File: config.mk
export PLATFORM = sky130hd
export DESIGN_NAME = strong_pseudoprime_test_top
export DESIGN_NICKNAME = d
export VERILOG_FILES = /design/src/rtl/spt_pkg.sv /design/src/rtl/spt_mulmod.sv /design/src/rtl/strong_pseudoprime_test_top.sv
export SDC_FILE = /design/constraint.sdc
export NUM_CORES = 2
export LEC_CHECK = 0
export BUFFER_PORTS_ARGS = -buffer_cell sky130_fd_sc_hd__buf_4
export CAP_MARGIN = 20
export CORE_MARGIN = 4
export CORE_UTILIZATION = 30
export CTS_CLUSTER_DIAMETER = 50
export CTS_CLUSTER_SIZE = 20
export DETAILED_ROUTE_END_ITERATION = 10
export PLACE_DENSITY = 0.41
export SETUP_SLACK_MARGIN = 0.5
export SLEW_MARGIN = 20
export SYNTH_ARGS = -nofsm -noshare
export SYNTH_HDL_FRONTEND = slang
export SYNTH_SLANG_ARGS = --single-unit
File: constraint.sdc
create_clock -name clk_i -period 15.4 [get_ports clk_i]
set_clock_uncertainty 0.15 [all_clocks]
set_input_delay 1.54 -clock clk_i [delete_from_list [all_inputs] [get_ports clk_i]]
set_output_delay 1.54 -clock clk_i [all_outputs]
set_load 0.01 [all_outputs]
File: src/rtl/spt_pkg.sv
// Package with shared constants and types of the strong pseudoprime test.
package spt_pkg;
  localparam int OperandBits = 49;
  localparam int NumBases = 7;
  localparam int CountBits = 6;
  localparam logic [63:0] SptLimit = 64'd341550071728321;
  localparam logic [4:0] BaseList [NumBases] = '{5'd2, 5'd3, 5'd5, 5'd7, 5'd11, 5'd13, 5'd17};

  typedef struct packed {
    logic start;
    logic busy;
  } mm_ctrl_t;
endpackage

File: src/rtl/spt_mulmod.sv
// Bit-serial modular multiplier by double and add, one operand bit per cycle.
module spt_mulmod import spt_pkg::*; #(
  parameter int OPERAND_BITS = OperandBits
) (
  input  logic                    clk_i,
  input  logic                    rst_ni,
  input  logic                    start_i,
  input  logic [OPERAND_BITS-1:0] x_i,
  input  logic [OPERAND_BITS-1:0] y_i,
  input  logic [OPERAND_BITS-1:0] m_i,
  output logic                    busy_o,
  output logic [OPERAND_BITS-1:0] prod_o
);
  localparam int IdxBits = $clog2(OPERAND_BITS + 1);

  logic [OPERAND_BITS-1:0] acc_q, acc_d, y_q, y_d;
  logic [IdxBits-1:0]      cnt_q, cnt_d;
  logic                    busy_q, busy_d;
  logic [OPERAND_BITS:0]   dbl, dbl_r, add, add_r;

  always_comb begin
    dbl    = {1'b0, acc_q} + {1'b0, acc_q};
    dbl_r  = (dbl >= {1'b0, m_i}) ? dbl - {1'b0, m_i} : dbl;
    add    = dbl_r + {1'b0, x_i};
    add_r  = (add >= {1'b0, m_i}) ? add - {1'b0, m_i} : add;
    acc_d  = acc_q;
    y_d    = y_q;
    cnt_d  = cnt_q;
    busy_d = busy_q;
    if (start_i) begin
      acc_d  = '0;
      y_d    = y_i;
      cnt_d  = IdxBits'(OPERAND_BITS);
      busy_d = 1'b1;
    end else if (busy_q) begin
      acc_d  = y_q[OPERAND_BITS-1] ? add_r[OPERAND_BITS-1:0] : dbl_r[OPERAND_BITS-1:0];
      y_d    = {y_q[OPERAND_BITS-2:0], 1'b0};
      cnt_d  = cnt_q - 1'b1;
      busy_d = (cnt_q != IdxBits'(1));
    end
  end

  always_ff @(posedge clk_i or negedge rst_ni) begin
    if (!rst_ni) begin
      busy_q <= 1'b0;
      cnt_q  <= '0;
    end else begin
      busy_q <= busy_d;
      cnt_q  <= cnt_d;
    end
  end

  always_ff @(posedge clk_i) begin
    acc_q <= acc_d;
    y_q   <= y_d;
  end

  assign busy_o = busy_q;
  assign prod_o = acc_q;

`ifndef SYNTHESIS
  a_cnt_zero_idle: assert property (@(posedge clk_i) disable iff (!rst_ni)
    !busy_q |-> cnt_q == '0) else $error("count not zero while idle");
  a_busy_count: assert property (@(posedge clk_i) disable iff (!rst_ni)
    busy_q |-> cnt_q != '0) else $error("busy with zero count");
  a_acc_below_m: assert property (@(posedge clk_i) disable iff (!rst_ni)
    $fell(busy_q) |-> acc_q < m_i) else $error("product not reduced");
`endif
endmodule

File: src/rtl/strong_pseudoprime_test_top.sv
// Top level of the strong pseudoprime (Miller-Rabin) primality tester.
// One candidate is tested at a time and busy stays high meanwhile. Each modular
// multiplication runs on one shared bit-serial multiplier; a full prime below
// 341550071728321 needs about seven times 2*49 products, while small,
// out-of-range and composite candidates finish sooner. The result is
// presented for one cycle with done_o and cannot be stalled by the receiver.
module strong_pseudoprime_test_top import spt_pkg::*; #(
  parameter int OPERAND_BITS = OperandBits
) (
  input  logic                    clk_i,
  input  logic                    rst_ni,
  input  logic                    start,
  output logic                    busy,
  input  logic [OPERAND_BITS-1:0] candidate_i,
  output logic                    done_o,
  output logic                    prime_verdict_o,
  output logic                    out_of_range_o,
  output logic [CountBits-1:0]    two_exponent_o,
  output logic [OPERAND_BITS-1:0] odd_part_o,
  output logic [CountBits-1:0]    squarings_base2_o,
  output logic [CountBits-1:0]    squarings_base3_o,
  output logic [CountBits-1:0]    squarings_base5_o,
  output logic [CountBits-1:0]    squarings_base7_o,
  output logic [CountBits-1:0]    squarings_base11_o,
  output logic [CountBits-1:0]    squarings_base13_o,
  output logic [CountBits-1:0]    squarings_base17_o
);
  localparam int BitBits = $clog2(OPERAND_BITS);
  localparam int BaseBits = $clog2(NumBases);

  typedef enum logic [3:0] {
    S_IDLE, S_SPLIT, S_BASE, S_EXP_SQ, S_EXP_MUL, S_EXP_NEXT, S_CHECK, S_SQ, S_SQ_CHK,
    S_DONE
  } state_e;

  state_e                  state_q;
  logic [OPERAND_BITS-1:0] n_q, q_q, r_q, x_q, mx_q, my_q;
  logic [BitBits-1:0]      bit_q;
  logic [CountBits-1:0]    l_q, t_q;
  logic [BaseBits-1:0]     base_q;
  logic [CountBits-1:0]    cnt_q [NumBases];
  logic                    verdict_q, oor_q, done_q, started_q, mm_go_q;
  logic                    mm_busy;
  logic [OPERAND_BITS-1:0] mm_prod, nm1;
  mm_ctrl_t                mm;
  logic                    cand_small, cand_oor, cand_prime, mm_launch;

  assign nm1 = n_q - 1'b1;
  assign mm.start = mm_go_q;
  assign mm.busy  = mm_busy;

  assign cand_small = 64'(candidate_i) <= 64'd17;
  assign cand_oor   = !cand_small && (64'(candidate_i) >= SptLimit);

  always_comb begin
    cand_prime = 1'b0;
    for (int i = 0; i < NumBases; i++) begin
      cand_prime = cand_prime | (64'(candidate_i) == 64'(BaseList[i]));
    end
  end

  assign mm_launch = !started_q &&
                     (((state_q == S_EXP_MUL) && q_q[bit_q]) ||
                      ((state_q == S_EXP_SQ) && ((q_q >> bit_q) > OPERAND_BITS'(1))) ||
                      ((state_q == S_SQ) && (t_q < l_q)));

  spt_mulmod #(.OPERAND_BITS(OPERAND_BITS)) u_mm (
    .clk_i, .rst_ni, .start_i(mm.start), .x_i(mx_q), .y_i(my_q), .m_i(n_q),
    .busy_o(mm_busy), .prod_o(mm_prod)
  );

  logic mm_done;
  assign mm_done = started_q && !mm.busy && !mm.start;

  always_ff @(posedge clk_i or negedge rst_ni) begin
    if (!rst_ni) begin
      state_q   <= S_IDLE;
      done_q    <= 1'b0;
      mm_go_q   <= 1'b0;
      started_q <= 1'b0;
      verdict_q <= 1'b0;
      oor_q     <= 1'b0;
      n_q <= '0; r_q <= '0; x_q <= '0; mx_q <= '0; my_q <= '0;
      l_q <= '0; q_q <= '0; t_q <= '0; base_q <= '0; bit_q <= '0;
      for (int i = 0; i < NumBases; i++) cnt_q[i] <= '0;
    end else begin
      done_q  <= (state_q == S_DONE);
      mm_go_q <= mm_launch;
      unique case (state_q)
        S_IDLE: if (start) begin
          n_q <= candidate_i;
          verdict_q <= cand_prime;
          oor_q <= cand_oor;
          l_q <= '0;
          base_q <= '0;
          for (int i = 0; i < NumBases; i++) cnt_q[i] <= '0;
          q_q <= (cand_small || cand_oor) ? '0 : candidate_i - 1'b1;
          state_q <= (cand_small || cand_oor) ? S_DONE : S_SPLIT;
        end
        S_SPLIT: begin
          if (q_q[0]) state_q <= S_BASE;
          else begin
            q_q <= q_q >> 1;
            l_q <= l_q + 1'b1;
          end
        end
        S_BASE: begin
          r_q <= OPERAND_BITS'(1);
          x_q <= OPERAND_BITS'(BaseList[base_q]);
          bit_q <= '0;
          state_q <= S_EXP_MUL;
        end
        S_EXP_MUL: begin
          if (mm_launch) begin
            mx_q <= r_q; my_q <= x_q; started_q <= 1'b1;
          end else if (!started_q) state_q <= S_EXP_SQ;
          else if (mm_done) begin
            r_q <= mm_prod; started_q <= 1'b0; state_q <= S_EXP_SQ;
          end
        end
        S_EXP_SQ: begin
          if ((q_q >> bit_q) <= OPERAND_BITS'(1)) state_q <= S_CHECK;
          else if (mm_launch) begin
            mx_q <= x_q; my_q <= x_q; started_q <= 1'b1;
          end else if (mm_done) begin
            x_q <= mm_prod; started_q <= 1'b0; state_q <= S_EXP_NEXT;
          end
        end
        S_EXP_NEXT: begin
          bit_q <= bit_q + 1'b1;
          state_q <= S_EXP_MUL;
        end
        S_CHECK: begin
          t_q <= CountBits'(1);
          if (r_q == OPERAND_BITS'(1) || r_q == nm1) state_q <= S_SQ_CHK;
          else state_q <= S_SQ;
        end
        S_SQ: begin
          if (t_q >= l_q) state_q <= S_DONE;
          else if (mm_launch) begin
            mx_q <= r_q; my_q <= r_q; started_q <= 1'b1;
          end else if (mm_done) begin
            started_q <= 1'b0;
            r_q <= mm_prod;
            if (mm_prod == nm1) begin
              cnt_q[base_q] <= t_q;
              state_q <= S_SQ_CHK;
            end else t_q <= t_q + 1'b1;
          end
        end
        S_SQ_CHK: begin
          if (base_q == BaseBits'(NumBases - 1)) begin
            verdict_q <= 1'b1;
            state_q <= S_DONE;
          end else begin
            base_q <= base_q + 1'b1;
            state_q <= S_BASE;
          end
        end
        S_DONE: begin
          state_q <= S_IDLE;
        end
        default: state_q <= S_IDLE;
      endcase
    end
  end

  assign busy = (state_q != S_IDLE);
  assign done_o = done_q;
  assign prime_verdict_o = verdict_q;
  assign out_of_range_o = oor_q;
  assign two_exponent_o = l_q;
  assign odd_part_o = q_q;
  assign squarings_base2_o  = cnt_q[0];
  assign squarings_base3_o  = cnt_q[1];
  assign squarings_base5_o  = cnt_q[2];
  assign squarings_base7_o  = cnt_q[3];
  assign squarings_base11_o = cnt_q[4];
  assign squarings_base13_o = cnt_q[5];
  assign squarings_base17_o = cnt_q[6];

`ifndef SYNTHESIS
  a_done_idle: assert property (@(posedge clk_i) disable iff (!rst_ni)
    done_q |-> state_q == S_IDLE) else $error("result outside idle");
  a_oor_no_prime: assert property (@(posedge clk_i) disable iff (!rst_ni)
    done_q && oor_q |-> !verdict_q) else $error("out of range marked prime");
  a_go_once: assert property (@(posedge clk_i) disable iff (!rst_ni)
    mm_go_q |=> !mm_go_q) else $error("multiplier restarted");
`endif
endmodule
==> results.yml <==
run_status:
  status: "finished clean"
worst_setup_path:
  critPathSlowestCell: "a221oi_1"
  crit_fanout: 94
  critPathRequiredTime_ps: 15780
  cp_top_family: "compound AO/OA/AOI/OAI gates"
  path_common_cell: "o21ai_0"
  crit_path_max_incr_delay_ps: 790
  worst-setup-path-type: "reg -> reg"
  crit_path_end_kind: "register"
  startpoint_type: "register"
  cp.depth: 31
  crit_buf_inv: 3
  ff2ff_path_depth: 31
  arrival_ps: 11970
synthesis:
  synth_edf_count: 49
  syn-cell-area_mm2: 0.0362
  yosys_register_bits: 471
  ys_async_sr_fraction: 0.792
  synth_area_per_cell_um2: 8.26
  synthMuxAreaShare: 0.0580
  synthSimpleGateAreaFrac: 0.213
  yosysTopAreaCellShare: 0.258
  synthXorXnorAreaFrac: 0.0747
  synthAdderAreaFrac: 0.0595
  yosysSeqAreaShare: 0.326
  synth_top_family_by_area: "compound AO/OA/AOI/OAI gates"
  syn-num-nets: 4601
  synth_compound_area_frac: 0.222
  ys.flop_type: "dfrtp_1"
  synth.distinct_cells: 106
  syn_inst: 4379
  yosys_warnings: 0
  synth_top_cell_by_area: "dfrtp_1"
  netlist_top_cells_area: "dfrtp_1 26%, nand2_1 7.1%, ha_1 5.8%"
sta:
  slew_viol_final: 0
  max_slew.worst_pin.slew_ps: 985
  hold_viol: 0
  relSlewSlack: 0.334
  rsz0062_at_grt: "false"
  period_share: 0.752
  fin_crit_ps: 11580
  fmax_ghz: 0.0863
  fin_tns_setup_ps: 0
  finalSetupViolCount: 0
clock_tree:
  path_clk_slew_ps: 70
  htreeDepth: 3
  hold_buffers: 0
  cts_setup_buffers: 0
  cts_root_buf: "clkbuf_16"
  cts_tree: "done"
  clk_path_buf_depth: 3
  cts_buffers: 79
  clock-sinks: 471
  clock_latency_ps: 660
  ctsResizeCount: 0
job:
  cap_violations: 0
min_path:
  hold_class: "reg -> reg"
  hold_depth: 2
route:
  wl_met1_um: 78100
  wl_per_cell_um: 27.5
  wl_met2_um: 73900
  dr_wl_met3_um: 10500
  drt-initial-drc-count: 3371
  highest_layer: "met5"
  wl_um: 167000
  vias: 34750
  via_per_inst: 5.73
  drtAntennaViolNets: 0
  route.detailed.drc: 0
  first_pass_iters: 6
global_route:
  grt_use_total: 0.256
  grt_antenna_before_repair: 11
  grt_pass1_vias: 33694
  grt_max_degree: 198
  grt_pass1_wl_um: 242000
  grt-ovfl-total: 0
floorplan:
  core_area_mm2: 0.120
  row_count: 127
  io_pins: 153
  die_y_um: 355
  start_util: 0.302
  die_area_mm2: 0.126
  die_w_um: 355
cells_and_area:
  area_growth_pct: 14.5
  fin_nets: 4606
  n_fill_cell: 12689
  drive_gt1_frac: 0.117
power:
  power.total_mw: 3.13
  vdd.ir_drop.worst_v: 0.0000737
  p_comb_frac: 0.022
  p_sw_frac: 0.244
  pwr-share-clk: 0.577
  power.density_mw_per_mm2: 75.6
  power_frac_seq: 0.400
  internal_power_mw: 2.36
  p_leak_nw: 16.9
  p_sw_mw: 0.765
placement:
  dp_hpwl_um: 129000
  gp_congestion: 0.931
  port-buffer-count: 152
==> per-layer routing <==
layer,vias up,track usage
met5,-,0
li1,16031,-
met3,199,0.0392
met1,17353,0.369
met4,4,0.0651
met2,1163,0.401
==> Yosys cell counts, types with 29 or more instances <==
library cell and instances:
o21a_1 34, dfrtp_1 373, nand2b_1 41, nand2_1 683
a21oi_1 236, mux2i_1 78, o21ai_0 321, xor2_1 96
a21o_1 75, o31ai_1 73, ha_1 167, nand3_1 83
nor2_1 320, nand4_1 65, a22oi_1 36, clkbuf_1 229
edfxtp_1 49, xnor2_1 190, dfxtp_1 49, a31oi_1 132
nor4_1 66, o21bai_1 30, mux2_2 65, buf_2 29
nor2b_1 33, inv_1 151, a211oi_1 53, nor3_1 120
==> power groups by stage <==
stage | sequential (mW) | combinational [mW] | clock, mW
after detailed placement | 1.27 | 0.0710 | 0
after global placement | 1.27 | 0.0710 | 0
after floorplan | 1.28 | 0.0152 | 0
after CTS | 1.25 | 0.0711 | 1.85
after global routing | 1.25 | 0.0761 | 1.90
final | 1.25 | 0.0700 | 1.81
==> flip-flops by register name (all words and copies together), names as in the netlist, 49 cells and up <==
name         cells
mx_q            49
my_q            49
n_q             49
odd_part_o      49
r_q             49
u_mm.prod_o     49
u_mm.y_q        49
x_q             49
==> final timing paths <==
kind	startpoint	slack [ps]	to
max	n_q[0]	3820	u_mm.prod_o[24]
min	x_q[33]	350	x_q[33]
max reg2reg	n_q[0]	3820	u_mm.prod_o[24]
min reg2reg	x_q[33]	350	x_q[33]
max in group asynchronous	rst_ni	12760	mm_go_q
min in group asynchronous	rst_ni	760	squarings_base7_o[4]
==> tightest hold or removal path, delay by kind of cell, from the launching register on <==
| family | cells | cell delay, ps |
|---|---|---|
| AND/OR/NAND/NOR | 1 | 50 |
| AO/OA/AOI/OAI | 1 | 60 |
| flip-flops | 1 | 360 |
==> stage by stage <==
step	setup slack [ps]	util	hold slack (ps)	area [um2]	cells
detailed placement	4040	0.323	344	38700	5913
CTS	3980	0.345	360	41300	6058
finish	3820	0.346	352	41400	6062
floorplan	6690	-	320	36200	4379
global route	3160	0.346	381	41400	6060
global placement	3980	0.323	337	38700	5913
==> cell type report <==
| cell class | instances | area (um2) | area share |
|---|---|---|---|
| flip-flops and latches | 471 | 11800 | 0.285 |
| repair buffers | 200 | 1570 | 0.0378 |
| inverters | 152 | 571 | 0.0138 |
| diodes | 2 | 5.00 | 0.000121 |
| multi-input cells | 3480 | 22800 | 0.551 |
| well taps | 1612 | 2020 | 0.0487 |
| clock buffers | 96 | 2110 | 0.0510 |
| clock inverters | 49 | 541 | 0.0131 |
==> cell usage in the layout, fill, tap and decap left out, types with 73 or more instances in the layout <==
cell type and instances:
o31ai_1 73, a21o_1 75, nand3_1 79, mux2i_1 78, ha_1 167, a31oi_1 132
clkbuf_16 79, a21oi_1 234, nor3_1 119, buf_4 195, inv_1 150, o21ai_0 321
nand2_1 681, nor2_1 316, xnor2_1 190, xor2_1 96, dfrtp_1 369
==> kinds of logic (layout without fill, tap and decap cells) <==
| group | Yosys count | count (layout) |
|---|---|---|
| muxes | 169 | 169 |
| and+or+nand+nor | 1609 | 1609 |
| buffers and inverters | 428 | 497 |
| other | 0 | 2 |
| adders and majority gates | 170 | 170 |
| xor gates and xnor gates | 295 | 295 |
| DFF | 471 | 471 |
| AOI/OAI and AO/OA | 1237 | 1237 |
Power figures use the tool's default switching activity.
